`src/hw/rtl/fpx_pkg.sv`:
```
`timescale 1ns / 1ps
`default_nettype none
// ----------------------------------------------------------------------------
// Field extractor package
// Shared widths, wire type codes and payload types of the varint field
// extractor.
// ----------------------------------------------------------------------------
package fpx_pkg;

   localparam int unsigned BYTE_WIDTH       = 8;
   localparam int unsigned GROUP_WIDTH      = 7;
   localparam int unsigned VALUE_WIDTH      = 28;
   localparam int unsigned FIELD_WIDTH      = 5;
   localparam int unsigned WIRE_WIDTH       = 3;
   localparam int unsigned COUNT_WIDTH      = 3;
   localparam int unsigned MAX_VARINT_BYTES = 4;
   localparam int unsigned FIXED32_BYTES    = 4;

   localparam logic [FIELD_WIDTH-1:0] TARGET_RESET = FIELD_WIDTH'(1);

   localparam logic [WIRE_WIDTH-1:0] WIRE_VARINT  = 3'd0;
   localparam logic [WIRE_WIDTH-1:0] WIRE_LENGTH  = 3'd2;
   localparam logic [WIRE_WIDTH-1:0] WIRE_FIXED32 = 3'd5;

   typedef struct packed {
      logic [BYTE_WIDTH-1:0] data_byte;
      logic                  last_byte;
   } req_payload_type;

   typedef struct packed {
      logic [VALUE_WIDTH-1:0] field_value;
   } rsp_payload_type;

   // Result produced by the parser for one processed byte.
   typedef struct packed {
      logic                   valid;
      logic [VALUE_WIDTH-1:0] value;
   } hit_type;

   // Byte held in the input register, handed to the parser.
   typedef struct packed {
      logic                  valid;
      logic [BYTE_WIDTH-1:0] data_byte;
      logic                  last_byte;
   } staged_type;

endpackage : fpx_pkg
`default_nettype wire

```
`src/hw/rtl/fpx_parser.sv`:
```
`timescale 1ns / 1ps
`default_nettype none
// ----------------------------------------------------------------------------
// Wire format parser
// Walks tags, varints and skipped runs one byte per step and flags a
// completed nonzero varint of the target field.
// ----------------------------------------------------------------------------
module fpx_parser
   import fpx_pkg::*;
(
   input  wire logic                   clock,
   input  wire logic                   reset,
   input  wire logic                   advance,
   input  wire logic [BYTE_WIDTH-1:0]  data_byte,
   input  wire logic                   last_byte,
   input  wire logic [FIELD_WIDTH-1:0] target_field,
   output hit_type                     hit
);

   typedef enum logic [2:0] {
      MODE_TAG,
      MODE_VALUE,
      MODE_LENGTH,
      MODE_SKIP,
      MODE_HALT
   } mode_type;

   mode_type               mode_ff, mode_in;
   logic [VALUE_WIDTH-1:0] accum_ff, accum_in;
   logic [COUNT_WIDTH-1:0] count_ff, count_in;
   logic                   match_ff, match_in;
   logic [VALUE_WIDTH-1:0] skip_ff, skip_in;

   logic [GROUP_WIDTH-1:0] group;
   logic [VALUE_WIDTH-1:0] group_shifted;
   logic [VALUE_WIDTH-1:0] accum_grown;
   logic [COUNT_WIDTH-1:0] count_grown;
   logic                   group_done;
   logic [VALUE_WIDTH-1:0] skip_less;
   logic [WIRE_WIDTH-1:0]  wire_type;

   assign group     = data_byte[GROUP_WIDTH-1:0];
   assign wire_type = data_byte[WIRE_WIDTH-1:0];

   // Place the 7-bit group at its position; the fourth group fills the
   // top of the 28-bit value exactly.
   always_comb begin
      case (count_ff)
         3'd0:    group_shifted = VALUE_WIDTH'(group);
         3'd1:    group_shifted = VALUE_WIDTH'(group) << GROUP_WIDTH;
         3'd2:    group_shifted = VALUE_WIDTH'(group) << (2 * GROUP_WIDTH);
         3'd3:    group_shifted = VALUE_WIDTH'(group) << (3 * GROUP_WIDTH);
         default: group_shifted = '0;
      endcase
   end

   always_comb begin
      if (count_ff < COUNT_WIDTH'(MAX_VARINT_BYTES)) begin
         accum_grown = accum_ff | group_shifted;
         count_grown = count_ff + COUNT_WIDTH'(1);
      end else begin
         accum_grown = accum_ff;
         count_grown = count_ff;
      end
      group_done = !data_byte[BYTE_WIDTH-1]
                   || (count_grown >= COUNT_WIDTH'(MAX_VARINT_BYTES));
      skip_less  = (skip_ff != '0) ? skip_ff - VALUE_WIDTH'(1) : skip_ff;
   end

   always_comb begin
      mode_in   = mode_ff;
      accum_in  = accum_ff;
      count_in  = count_ff;
      match_in  = match_ff;
      skip_in   = skip_ff;
      hit.valid = 1'b0;
      hit.value = accum_grown;

      unique case (mode_ff)
         MODE_TAG: begin
            match_in = (data_byte[BYTE_WIDTH-1:WIRE_WIDTH] == target_field);
            accum_in = '0;
            count_in = '0;
            if (wire_type == WIRE_VARINT) begin
               mode_in = MODE_VALUE;
            end else if (wire_type == WIRE_FIXED32) begin
               skip_in = VALUE_WIDTH'(FIXED32_BYTES);
               mode_in = MODE_SKIP;
            end else if (wire_type == WIRE_LENGTH) begin
               mode_in = MODE_LENGTH;
            end else begin
               mode_in = MODE_HALT;
            end
         end
         MODE_VALUE: begin
            accum_in = accum_grown;
            count_in = count_grown;
            if (group_done || last_byte) begin
               hit.valid = match_ff && (accum_grown != '0);
               mode_in   = MODE_TAG;
            end
         end
         MODE_LENGTH: begin
            accum_in = accum_grown;
            count_in = count_grown;
            if (group_done) begin
               if (accum_grown == '0) begin
                  mode_in = MODE_TAG;
               end else begin
                  skip_in = accum_grown;
                  mode_in = MODE_SKIP;
               end
            end
         end
         MODE_SKIP: begin
            skip_in = skip_less;
            if (skip_less == '0) begin
               mode_in = MODE_TAG;
            end
         end
         MODE_HALT: begin
            mode_in = MODE_HALT;
         end
         default: begin
            mode_in = MODE_TAG;
         end
      endcase

      // The end of a blob returns every piece of parse state to reset.
      if (last_byte) begin
         mode_in  = MODE_TAG;
         accum_in = '0;
         count_in = '0;
         match_in = 1'b0;
         skip_in  = '0;
      end
   end

   always_ff @(posedge clock) begin
      if (reset) begin
         mode_ff  <= MODE_TAG;
         accum_ff <= '0;
         count_ff <= '0;
         match_ff <= 1'b0;
         skip_ff  <= '0;
      end else if (advance) begin
         mode_ff  <= mode_in;
         accum_ff <= accum_in;
         count_ff <= count_in;
         match_ff <= match_in;
         skip_ff  <= skip_in;
      end
   end

endmodule : fpx_parser
`default_nettype wire

```
`config.mk`:
```
export PLATFORM = sky130hd
export DESIGN_NAME = fpx_parser
export DESIGN_NICKNAME = d
export VERILOG_FILES = /design/src/hw/rtl/fpx_pkg.sv /design/src/hw/rtl/fpx_parser.sv
export SDC_FILE = /design/constraint.sdc
export NUM_CORES = 1
export LEC_CHECK = 0
export BUFFER_PORTS_ARGS = -buffer_cell sky130_fd_sc_hd__buf_2
export CAP_MARGIN = 10
export CORE_MARGIN = 3
export CORE_UTILIZATION = 55
export CTS_BUF_LIST = sky130_fd_sc_hd__clkbuf_4
export CTS_CLUSTER_SIZE = 16
export DETAILED_ROUTE_END_ITERATION = 8
export GPL_ROUTABILITY_DRIVEN = 0
export PLACE_DENSITY_LB_ADDON = 0.08
export RECOVER_POWER = 50
export SETUP_SLACK_MARGIN = 0.4
export SYNTH_ARGS = -nofsm -noshare
export SYNTH_HDL_FRONTEND = slang
export SYNTH_SLANG_ARGS = --single-unit
```
`constraint.sdc`:
```
create_clock -name clock -period 5.22 [get_ports clock]
set_input_delay 1.044 -clock clock [delete_from_list [all_inputs] [get_ports clock]]
set_output_delay 1.044 -clock clock [all_outputs]
set_load 0.05 [all_outputs]
```
-- Word-level counts from Yosys, hierarchy flattened
Index checks and enable logic that the tools add are counted.
- add/sub/neg operators: 2
- order comparisons: 2
- equality and inequality tests: 16
- muxes and demuxes: 27
- bitwise logic cells: 1
- reductions and logical operators: 19
- operators by type and width (cell ; count):
    28-bit 2-to-1 mux ; 8
    28-bit case mux with 4 select lines ; 1
    28-bit case mux with 3 select lines ; 1
    28-bit logical NOT ; 2
    28-bit case mux with 2 select lines ; 1
    28-bit nonzero test ; 2
    28-bit OR ; 1
    28-bit by 1-bit subtractor with 28-bit output (second input constant) ; 1
    3-bit 2-to-1 mux ; 9
    3-bit inequality test (second input constant) ; 6
    3-bit by 2-bit equality test with 1-bit output (second input constant) ; 5
    3-bit case mux with 5 select lines ; 1
    3-bit logical NOT ; 3
    3-bit by 1-bit equality test with 1-bit output (second input constant) ; 2
    3-bit equality test (second input constant) ; 2
    3-bit case mux with 2 select lines ; 1
    6-bit AND reduction ; 1
    5-bit equality test ; 1
    1-bit 2-to-1 mux ; 4
    2-bit AND reduction ; 2
    4-bit AND reduction ; 1
    4-bit nonzero test ; 1
    3-bit by 1-bit adder with 3-bit output (second input constant) ; 1
    3-bit greater-or-equal comparator (second input constant) ; 1
    other kinds (8) ; 9
- register bits after elaboration: 63
- input port bits: 17
- output and inout bits: 29
- logic and storage cells: 72

-- Longest topological paths before layout
- depth after elaboration: 9
- mapped depth: 13
- depth with buffers taken out: 10

-- Worst setup path before layout
Ideal clock, no wire load.
- path type: input to output
- start point: in data_byte[6]
- end point: out hit[28] (netlist name)
- arrival: 2519 ps
- required time: 4176 ps
- setup slack: 1657 ps
- stages: 6
- path buffers: 1
- cell sequence: clkbuf_1 and3b_1 a2111oi_0 nand4_1 nor4_2 nor2_1
- RTL lines (what ; RTL line ; text):
    start: declaration ; fpx_parser.sv:14 ; input wire logic [BYTE_WIDTH-1:0] data_byte,
    end: declaration ; fpx_parser.sv:17 ; output hit_type hit

==> impl_metrics.env <==
export IMPL_layout_drive_gt1_share_pct=11.64
export IMPL_clk_pin_slew_ps=130
export IMPL_reg2reg_from="count_ff[0]"
export IMPL_portBuffers=45
export IMPL_finalHoldViolCount=0
export IMPL_cts_root_buf="clkbuf_4"
export IMPL_finalWirelength_um=13050
export IMPL_rows=31
export IMPL_worstPathMaxFanout=9
export IMPL_vias_per_cell=6.440
export IMPL_synth_xor_area_share_pct=4.935
export IMPL_critPathLaunch="count_ff[0]"
export IMPL_worst_skew_pair_late_latency_ps=430
export IMPL_ys_ff_latch=63
export IMPL_critical_path_class="reg -> out"
export IMPL_max_freq_mhz=247.6
export IMPL_synthMuxAreaShare_pct=0.4700
export IMPL_postPlaceCellArea_sq_mm=0.004420
export IMPL_hpwl_um=9251
export IMPL_grt_pass1_wl_um=21230
export IMPL_fillCellCount=744
export IMPL_synth_edf_count=0
export IMPL_async_flop_share_pct=0
export IMPL_p_seq_share_pct=45.3
export IMPL_synth_cells=592
export IMPL_fin_skew_ps=11.97
export IMPL_worstMarginPinSlew_ps=1167
export IMPL_hold_path_class="reg -> reg"
export IMPL_layout_common_cells="a21oi_1, dfxtp_1, nor2_1"
export IMPL_post_cts_setup_buffers=0
export IMPL_boundaryPins=46
export IMPL_antenna_left=0
export IMPL_yosys_cell_types_count=63
export IMPL_cts_inserted_buffers=9
export IMPL_min_period_ps=4039
export IMPL_setup_violations=0
export IMPL_firstDrtPassIters=5
export IMPL_antenna_found_initial=0
export IMPL_antenna_cells=0
export IMPL_slew_violations=0
export IMPL_end_kind="primary output"
export IMPL_p_comb_share_pct=21.5
export IMPL_mostFrequentLayoutCell="a21oi_1"
export IMPL_startpoint_type="register"
export IMPL_ctsHoldBuffers=0
export IMPL_synth_fa_ha_area_share_pct=1.763
export IMPL_fin_total_pwr_mw=1.098
export IMPL_tns_ps=0
export IMPL_design_core_area_sq_mm=0.007370
export IMPL_synthSimpleGateAreaFrac_pct=29.88
export IMPL_avgSynthCellArea_sq_um=7.194
export IMPL_drv_cap=0
export IMPL_max_slew_margin_rel_pct=22.17
export IMPL_num_nets_final=628
export IMPL_switchingPower_uw=392.5
export IMPL_die_width_um=94
export IMPL_syn_to_final_growth_pct=6.757
export IMPL_wire_per_inst_um=18.40
export IMPL_cts_resized=0
export IMPL_synthFlopType="dfxtp_1"
export IMPL_vias=4566
export IMPL_p_int_uw=705.2
export IMPL_dr_first_iter_drc_count=485
export IMPL_grt_pass1_vias=4126
export IMPL_syn_num_nets=615
export IMPL_status="complete, no violations"
export IMPL_crit_arrival_ps=2990
export IMPL_die_h_um=94
export IMPL_clock_power_share_pct=33.2
export IMPL_htreeDepth=3
export IMPL_fp_dieArea_sq_mm=0.008836
export IMPL_synth_warnings=0
export IMPL_cts_tree="yes"
export IMPL_grt_usage_pct=30.47
export IMPL_syn_area_sq_mm=0.004259
export IMPL_cts_buffer_depth=2
export IMPL_fin_area_sq_mm=0.004547
export IMPL_p_per_area_mw_per_mm2=241.4
export IMPL_swShare_pct=35.76
export IMPL_drc=0
export IMPL_critPathRequiredTime_ps=4180
export IMPL_leakage_nw=1.818
export IMPL_yosysSeqAreaShare_pct=29.61
export IMPL_min_period_over_period_pct=77.37
export IMPL_initial_core_util_pct=57.79
export IMPL_synth_compound_area_share_pct=25.06
export IMPL_ir_drop_mv=0.1596
export IMPL_min_from="skip_ff[25]"
export IMPL_rsz0062_at_grt="no"
export IMPL_grt_overflow_total=0
export IMPL_synth_top_family_by_area="simple AND/OR/NAND/NOR gates"
export IMPL_cts_sinks=63
export IMPL_grt_max_degree=36
-- final cells by class --
cell class / count / area [sq um] / area share [%]
clock inverters: 7 / 77.57 / 1.706
clock buffers: 9 / 67.56 / 1.486
repair buffers: 47 / 221.5 / 4.871
flip-flops and latches: 63 / 1261 / 27.74
well taps: 99 / 123.9 / 2.724
multi-input cells: 444 / 2645 / 58.17
inverters: 40 / 150.1 / 3.302
-- per-stage QoR --
step	hold WS, ps	instances	util, %	setup slack, ps
3_5_place_dp	466.6	693	59.98	1326
5_1_grt	507.6	709	61.70	914.7
2_1_floorplan	437.5	592	-	1657
4_1_cts	485.3	709	61.95	1251
3_3_place_gp	451.1	693	59.98	1333
6_report	480.2	709	61.70	1181
-- power by group through the flow --
stage	Sequential, mW	Clock [mW]	Combinational [mW]
floorplan	0.501	0	0.185
global placement	0.507	0	0.230
finish	0.497	0.365	0.236
global route	0.499	0.396	0.253
CTS	0.497	0.371	0.233
detailed placement	0.507	0	0.232
-- synthesized netlist by cell type (6+ instances only) --
master     number  area [sq um]
a21oi_1        84         420.4
dfxtp_1        63          1261
nor2_1         62         232.7
nand3_1        43         215.2
nand2_1        41         153.9
inv_1          40         150.1
clkbuf_1       36         135.1
o22ai_1        23         143.9
xnor2_1        19         166.4
o21ai_0        18         90.09
nor3_1         17         85.08
nand4_1        11         68.82
a2111oi_0       9         78.83
and3b_1         8         70.07
nor4_1          8         50.05
or3_1           8         50.05
and2_1          6         37.54
ha_1            6         75.07
nor4_2          6         75.07
-- critical path: stages (launching register included) --
cell and delay [ps]:
dfxtp_1 370, ha_1 310, nor2b_1 260, a2111oi_0 620
nand4_1 180, nor4_2 500, nor2_1 90, buf_2 230
-- routing by layer --
layer,up-vias,GRT usage (%),routed length [um],share of wire [%]
li1,2152,-,-,-
met1,2144,43.25,5783,44
met2,240,45.30,5632,43
met3,30,6.651,1238,9.5
met4,0,10.71,394,3.0
met5,-,0,0,0
-- registers in the layout, summed over array words and instances, names as in the netlist --
name	cells
accum_ff	28
count_ff	3
match_ff	1
mode_ff	3
skip_ff	28
-- logic make-up (layout without fill, tap and decap cells) --
kind of cell,count (synthesis),count (layout)
flip-flops,63,63
buffers and inverters,85,103
AND/OR/NAND/NOR,242,242
XOR/XNOR,24,24
AO/OA/AOI/OAI,170,170
adder cells (fa/ha/maj),6,6
multiplexers,2,2
-- final timing paths --
kind / end / slack (ps) / cells after the start
max: hit[28] / 1180 / 7
min: skip_ff[25] / 480 / 2
max reg2reg: skip_ff[24] / 1630 / 9
min reg2reg: skip_ff[25] / 480 / 2
No activity file was read; power rests on OpenSTA's default activity.
